[config.mk]
export PLATFORM = sky130hd
export DESIGN_NAME = twc_cell
export DESIGN_NICKNAME = d
export VERILOG_FILES = /design/src/sv/twc_pkg.sv /design/src/sv/twc_cell.sv
export SDC_FILE = /design/constraint.sdc
export NUM_CORES = 1
export LEC_CHECK = 0
export ABC_AREA = 1
export BUFFER_PORTS_ARGS = -buffer_cell sky130_fd_sc_hd__buf_2
export CAP_MARGIN = 0
export CORE_MARGIN = 1
export CORE_UTILIZATION = 45
export CTS_CLUSTER_DIAMETER = 50
export DETAILED_ROUTE_END_ITERATION = 6
export PLACE_DENSITY = 0.74
export SLEW_MARGIN = 20
export SYNTH_ARGS = -nofsm -noshare
export SYNTH_HDL_FRONTEND = slang
export SYNTH_SLANG_ARGS = --single-unit
[constraint.sdc]
create_clock -name clk -period 2.05 [get_ports clk]
set_input_delay 0.41 -clock clk [delete_from_list [all_inputs] [get_ports clk]]
set_output_delay 0.41 -clock clk [all_outputs]
set_load 0.005 [all_outputs]
[src/sv/twc_pkg.sv]
// Shared types and constants for the token whitelist cache.
`default_nettype none

package twc_pkg;

	localparam int TOKEN_W    = 64;
	localparam int MODE_W     = 3;
	localparam int SLOT_FLD_W = 5;
	// wide enough for the largest supported table (256 slots)
	localparam int SLOT_IDX_W = 8;

	localparam logic [MODE_W-1:0] MODE_SAVE   = 3'd0;
	localparam logic [MODE_W-1:0] MODE_FIND   = 3'd1;
	localparam logic [MODE_W-1:0] MODE_REMOVE = 3'd2;
	localparam logic [MODE_W-1:0] MODE_GET    = 3'd3;
	localparam logic [MODE_W-1:0] MODE_CLEAR  = 3'd4;

	typedef struct packed {
		logic [MODE_W-1:0]     mode;
		logic [SLOT_FLD_W-1:0] slot_index;
		logic [TOKEN_W-1:0]    token_value;
	} req_t;

	typedef struct packed {
		logic                  result_ok;
		logic [SLOT_FLD_W-1:0] result_slot;
		logic [TOKEN_W-1:0]    result_token;
	} rsp_t;

	// search state handed from one cell to the next
	typedef struct packed {
		logic                  vld;
		logic                  hit;
		logic [SLOT_IDX_W-1:0] hit_slot;
		logic                  free;
		logic [SLOT_IDX_W-1:0] free_slot;
	} probe_t;

	// per-cell update strobes
	typedef struct packed {
		logic wr;
		logic inv;
		logic clr;
	} cell_ctl_t;

endpackage

`default_nettype wire

[src/sv/twc_cell.sv]
// One table slot: valid mark, token store and one step of the search chain.
`default_nettype none

module twc_cell import twc_pkg::*; #(
	parameter int TOKEN_BITS = 64,
	parameter int CELL_INDEX = 0
) (
	input  wire logic                  clk,
	input  wire logic                  arst_n,
	input  wire cell_ctl_t             ctl,
	input  wire logic [TOKEN_BITS-1:0] key,
	input  wire probe_t                probe_in,
	output probe_t                     probe_out,
	output logic                       valid,
	output logic [TOKEN_BITS-1:0]      token
);

	localparam logic [SLOT_IDX_W-1:0] CELL_SLOT = SLOT_IDX_W'(CELL_INDEX);

	logic                  valid_q;
	logic [TOKEN_BITS-1:0] token_q;
	probe_t                probe_nxt;
	probe_t                probe_q;

	always_ff @(posedge clk or negedge arst_n) begin
		if (!arst_n) begin
			valid_q <= 1'b0;
		end else if (ctl.clr || ctl.inv) begin
			valid_q <= 1'b0;
		end else if (ctl.wr) begin
			valid_q <= 1'b1;
		end
	end

	always_ff @(posedge clk) begin
		if (ctl.wr) begin
			token_q <= key;
		end
	end

	// first match and first free slot win: later cells leave them alone
	always_comb begin
		probe_nxt = probe_in;
		if (probe_in.vld) begin
			if (!probe_in.hit && valid_q && (token_q == key)) begin
				probe_nxt.hit      = 1'b1;
				probe_nxt.hit_slot = CELL_SLOT;
			end
			if (!probe_in.free && !valid_q) begin
				probe_nxt.free      = 1'b1;
				probe_nxt.free_slot = CELL_SLOT;
			end
		end
	end

	always_ff @(posedge clk or negedge arst_n) begin
		if (!arst_n) begin
			probe_q <= '0;
		end else begin
			probe_q <= probe_nxt;
		end
	end

	assign probe_out = probe_q;
	assign valid     = valid_q;
	assign token     = token_q;

endmodule

`default_nettype wire

Yosys cells after proc, flatten, opt, wreduce, memory -nomap -nowiden:

Index checks and enable logic that the tools add are counted.

* $mul: 0
* $add $sub $neg: 0
* muxes and demuxes: 5
* bitwise logic cells: 0
* shift operators: 0
* div/mod/pow operators: 0
* magnitude comparators: 0
* reductions and logical operators: 8
* eq/ne operators: 1

Operators with widths (number)
* $eq 64x64->1: 1
* $mux 18: 1
* $mux 9: 2
* $logic_and 1x1->1: 3
* $logic_not 1->1: 3
* $mux 1: 2
* $reduce_bool 2->1: 1
* $logic_or 1x1->1: 1

* flip-flop bits (word level): 84
* bits in latches: 0
* ROM bits: 0
* memory bits (writable): 0
* output and inout bits: 84
* memories kept: 0
* input bits: 88
* word-level logic and storage cells: 21

Longest topological paths before layout:

Gate-level depths: netlist of run 1.

* word-level depth: 5
* depth in mapped cells: 10
* depth with buffers taken out: 10

Least setup slack after synthesis of run 1:

No wires, ideal clock.

* path type: input-to-reg
* start point: input port key[38]
* end point: register probe_q (netlist bit probe_out[10])
* data required time: 1929 ps
* slack: 760 ps
* stages on the path: 8
* arrival time: 1168 ps
* path buffers: 0
* library setup time: 121 ps
* cells stage by stage: inv_1 nor2_1 nor3_1 nand2_1 nor2_1 nand3_1 nor2_4 nor2_1

RTL lines
* start: declaration: line twc_cell.sv:11 `input wire logic [TOKEN_BITS-1:0] key,`
* end signal: assignment: line twc_cell.sv:60 `probe_q <= probe_nxt;`
* end: declaration: line twc_cell.sv:23 `probe_t probe_q;`

==> results of run 1 <==
==> registers in the layout, indices dropped and copies added, names as in the netlist <==
name	flops
probe_out	19
valid	1
token	64
==> power by group through the flow <==
| stage | Combinational, W | Sequential [W] | Clock, W |
|---|---|---|---|
| 4_1_cts | 0.000506 | 0.00205 | 0.00117 |
| 3_5_place_dp | 0.000502 | 0.00209 | 0 |
| 2_1_floorplan | 0.000189 | 0.00210 | 0 |
| 6_report | 0.000497 | 0.00205 | 0.00113 |
| 3_3_place_gp | 0.000490 | 0.00208 | 0 |
| 5_1_grt | 0.000562 | 0.00207 | 0.00122 |
==> cells by family (layout without fill, tap and decap cells) <==
kind of cell / after synthesis / count (layout)
and+or+nand+nor: 155 / 155
DFF: 84 / 84
buffers and inverters: 65 / 256
xor gates and xnor gates: 36 / 36
AOI/OAI and AO/OA: 4 / 4
==> synthesized netlist by cell type <==
cell type / number
xnor2_1: 32
nor2_2: 1
edfxtp_1: 64
o21ai_0: 2
nand3_1: 3
nand3_2: 1
inv_1: 65
nand4_1: 2
nor2_1: 41
nand2_1: 100
dfrtp_1: 20
or2_2: 2
nor2_4: 1
nor3_1: 4
o21bai_1: 2
xor2_1: 4
==> stage by stage <==
| step | utilization | total power [W] | cell area [µm²] | setup slack [ps] | hold WS, ps |
|---|---|---|---|---|---|
| 5_1_grt | 0.622 | 0.00385 | 4830 | 333 | 175 |
| 2_1_floorplan | - | 0.00229 | 3620 | 760 | 114 |
| 3_5_place_dp | 0.596 | 0.00259 | 4630 | 390 | 379 |
| 3_3_place_gp | 0.596 | 0.00257 | 4630 | 421 | 364 |
| 6_report | 0.622 | 0.00367 | 4830 | 557 | 197 |
| 4_1_cts | 0.622 | 0.00373 | 4830 | 478 | 179 |
==> cell type report <==
cell class              count  area share
flip-flops and latches     84       0.501
multi-input cells         195       0.198
repair buffers            175       0.184
inverters                  65      0.0505
clock buffers              10      0.0308
well taps                 102      0.0264
clock inverters             6     0.00932
==> worst paths after layout <==
kind,startpoint,to,cells after the start
max in group asynchronous,arst_n,probe_out[12],2
worst min register to register,valid,probe_out[8],1
worst max-delay path,token[36],probe_out[12],8
worst max register to register,token[36],probe_out[12],8
worst min-delay path,probe_in[18],probe_out[18],1
min in group asynchronous,arst_n,probe_out[0],2
==> per-layer routing <==
layer  part of all wire  routed length [µm]  track usage
met1               0.42                3220        0.212
met2               0.49                3770        0.330
met5                  0                   0            0
met3              0.077                 586       0.0622
met4             0.0072                  55       0.0638
==> repair_timing <==
action	4_1_cts	5_1_grt
gates resized for setup	0	0
hold buffers	1	0
endpoints found under the hold margin	16	0
==> critical path: stages (launching register included) <==
cell and delay, ps:
edfxtp_1 410, xnor2_1 170, nand2_1 70, nor2_1 90, nand2_1 80, nor2_1 190, nand3_2 130, nor2_4 190
nor2_1 70
==> out/results.ini, run 1 <==
[outcome]
outcome = finished clean

[yosys]
synth_warnings = 0
synthSimpleGateAreaFrac = 0.170
yosysSeqAreaShare = 0.669
synth_fp_nets = 432
synth_top_family_by_area = simple AND/OR/NAND/NOR gates
synth_compound_area_frac = 0.00691
synthCells = 344
netlist_area_mm2 = 0.00362
yosysTopAreaCell = edfxtp_1
synthTopCellsByArea = edfxtp_1, dfrtp_1, nand2_1
synthAdderAreaFrac = 0
avgSynthCellArea_um2 = 10.5
synth-seq-cells = 84
synth.distinct_cells = 16
synth_xor_area_frac = 0.0870
synth.area.mux_share = 0
synth_top_area_share = 0.530

[layout]
instances_no_fill = 637
finalNetCount = 618
area.growth.synth_to_final_pct = 33.4
layout-drive-gt1-share = 0.364
n_antenna_cell = 0
fillers = 667
layout_commonest_cell = buf_2
final_cell_mix = buf_2, nand2_1, inv_1
multi_input_area_um2 = 957
seq_area_mm2 = 0.00242

[clocking]
clock_latency_ps = 340
cts_tree = done
clk_pin_slew_worst_paths_ps = 90
clockBufferDepth = 2
htree_num_levels = 3
cts.sinks = 84
cts_setup_buffers = 0
cts_root_buf = clkbuf_8
numCtsBuffers = 9

[pwr]
netSwitchingFraction = 0.252
p_int_w = 0.00275
p_comb_frac = 0.135
p_clk_frac = 0.307
switchingPower_w = 0.000926
powerDensity_mw_per_mm2 = 760
vdd_drop_max_v = 0.000405
power_frac_seq = 0.558
total_leakage_power_nw = 2.42

[place]
dp_cells = 620
io_buffers = 171
hpwl_mm = 5.99
gp_congestion = 0.772

[timing]
slew_violations = 0
setup_viol = 0
fin_tns_setup_ps = 0
fin_crit_sh = 0.728
timing.fmax_mhz = 670
worstMarginPinSlew_ps = 489
finalClockSkew_ps = 11.3
grt_setup_unrepaired = false
max_slew_margin = 0.674
finalHoldViolations = 0
layout_min_cycle_time_ps = 1490

[critical_path]
r2r_slack_ps = 560
cp.arrival_ps = 1720
critPathKind = flip-flop to flip-flop
endpoint_kind = flip-flop
worstPathMaxFanout = 8
start_kind = flip-flop
worstPathRequired_ps = 2270

[drt]
via_count = 2807
post-route-drc-count = 0
routed_wl_mm = 7.63
wire_per_inst_um = 12.0
avgViaCountPerCell = 4.41
drt-initial-drc-count = 61
ant_nets = 0
firstDrtPassIters = 4

[floorplan]
core_area_mm2 = 0.00777
die_y_um = 91.7
dieArea_mm2 = 0.00842
row_count = 32
io-pin-count = 172
initial_utilization = 0.466
chipWidth_um = 91.7

[grt]
grt_first_pass_wirelength_mm = 12.2
antenna_found_initial = 0
grt_pass1_vias = 2847
grt.total_usage = 0.187
gr-total-overflow = 0
grt_start_max_net_pins = 39

[min_path]
hp-class = input port to flip-flop

[run]
cap_viol_max_count = 0

No activity file was read; power rests on OpenSTA's default activity.
==> run 2: changes to the inputs <==
==> constraint.sdc (replaced) <==
create_clock -name clk -period 1.5 [get_ports clk]
set_input_delay 0.3 -clock clk [delete_from_list [all_inputs] [get_ports clk]]
set_output_delay 0.3 -clock clk [all_outputs]
set_load 0.005 [all_outputs]
==> run 2 against run 1 <==
Clock power up 39%. Register-to-register slack worse by 520 ps. Sequential power up 37%. Largest power group unchanged. Largest cell class unchanged.
==> out/results.ini, run 2 (same netlist as run 1, synthesis figures left out) <==
[timing]
worstMarginPinSlew_ps = 458
timing.fmax_mhz = 683
layout_min_cycle_time_ps = 1460
finalClockSkew_ps = 10.8
max_slew_margin = 0.695
setup_viol = 0
fin_crit_sh = 0.976
finalHoldViolations = 0
fin_tns_setup_ps = 0
grt_setup_unrepaired = true
slew_violations = 0
holdWs_ps = 78.2

[critical_path]
cp_slowest_cell = edfxtp_1
critPathTopFamily = simple AND/OR/NAND/NOR gates
crit_path_cell_trace = inv_1 > nand2_1 > nand2_1 > nand2_1 > nor2_1 > nand2_1 > nor2_2 > nand3_2 > nor2_4 > nor2_2
worstPathMaxFanout = 8
reg2reg_to = probe_out[15]
start_kind = flip-flop
critPathBufInv = 1
worstPathRequired_ps = 1740
cp.arrival_ps = 1700
critPathKind = flip-flop to flip-flop
endpoint_kind = flip-flop
worstReg2RegStart = token[59]
slowest_delay_ps = 420
r2r_cells = 10
crit_path_frequent_cell = nand2_1
r2r_slack_ps = 40

[layout]
area.growth.synth_to_final_pct = 34.7
layout-drive-gt1-share = 0.374
n_antenna_cell = 0
largest_reg_flops = 64
layout_commonest_cell = buf_2
finalNetCount = 621
final_cell_mix = buf_2, nand2_1, inv_1
fin_util = 0.628
final_area_mm2 = 0.00488
fillers = 668

[drt]
firstDrtPassIters = 4
via_count = 2829
ant_nets = 0
routed_wl_mm = 7.85
wire_per_inst_um = 12.3
post-route-drc-count = 0
avgViaCountPerCell = 4.42
drt-initial-drc-count = 81

[min_path]
hp-class = input port to flip-flop
hold_path_end = probe_out[18]
hold_start = probe_in[18]
min_path_cells = 1

[place]
gp_congestion = 0.783
io_buffers = 171
postPlaceCellArea_mm2 = 0.00464
hpwl_mm = 6.08

[grt]
grt_start_max_net_pins = 39
gr-total-overflow = 0
grt_pass1_vias = 2893
grt.total_usage = 0.194
antenna_found_initial = 0
grt_first_pass_wirelength_mm = 12.7

[floorplan]
initial_utilization = 0.466
io-pin-count = 172
row_count = 32
die_y_um = 91.7
chipWidth_um = 91.7
dieArea_mm2 = 0.00842
core_area_mm2 = 0.00777

[clocking]
htree_num_levels = 3
cts.sinks = 84
clock_latency_ps = 350
clk_pin_slew_worst_paths_ps = 90
cts_tree = done
numCtsBuffers = 9
cts_root_buf = clkbuf_8
clockBufferDepth = 2

[pwr]
power_w = 0.00506
powerDensity_mw_per_mm2 = 1040
vdd_drop_max_v = 0.000484
total_leakage_power_nw = 2.44

[run]
cap_viol_max_count = 0

[outcome]
outcome = finished clean

-- run 2: cell type report --
| cell class | count | area [µm²] | share of cell area |
|---|---|---|---|
| sequential | 84 | 2420 | 0.496 |
| multi-input combinational | 195 | 965 | 0.198 |
| tap | 102 | 128 | 0.0262 |
| clock buffer | 10 | 149 | 0.0305 |
| inverter | 65 | 244 | 0.0500 |
| clock inverter | 6 | 48.8 | 0.0100 |
| timing repair buffer | 178 | 923 | 0.189 |
-- run 2: power by group --
part	internal (W)	total [W]	switching (W)
clock network	0.000724	0.00157	0.000844
logic	0.000353	0.000698	0.000344
registers	0.00270	0.00280	0.0000994
-- run 2: worst max path at each step --
stage          cells past startpoint      start  slack, ps       endpoint
6_report                          10  token[59]         40  probe_out[15]
5_1_grt                           10  token[27]       -140  probe_out[16]
2_1_floorplan                      8  token[25]        220  probe_out[10]
3_5_place_dp                       9    key[45]        -80  probe_out[15]
3_3_place_gp                       9    key[14]         -7  probe_out[15]
4_1_cts                           10  token[47]         -5  probe_out[14]
-- run 2: per-stage QoR --
stage	cells	worst slack (ps)
after floorplan	344	216
after global placement	620	-6.96
after detailed placement	620	-80.9
after CTS	638	-4.95
after global routing	640	-143
final	640	35.6
-- run 2: timing repair --
item                                    CTS  global route
pin swaps                                 4             3
hold buffers                              1             0
buffers inserted                          1             2
cloned                                    0             0
endpoints found under the setup margin    8             8
hold endpoints to repair                 20             0
resized for setup                         3             0
-- run 2: routing by layer --
| layer | GRT usage | share of wire |
|---|---|---|
| met3 | 0.0464 | 0.069 |
| met4 | 0.0794 | 0.021 |
| met5 | 0 | 0 |
| met1 | 0.239 | 0.42 |
| met2 | 0.328 | 0.49 |
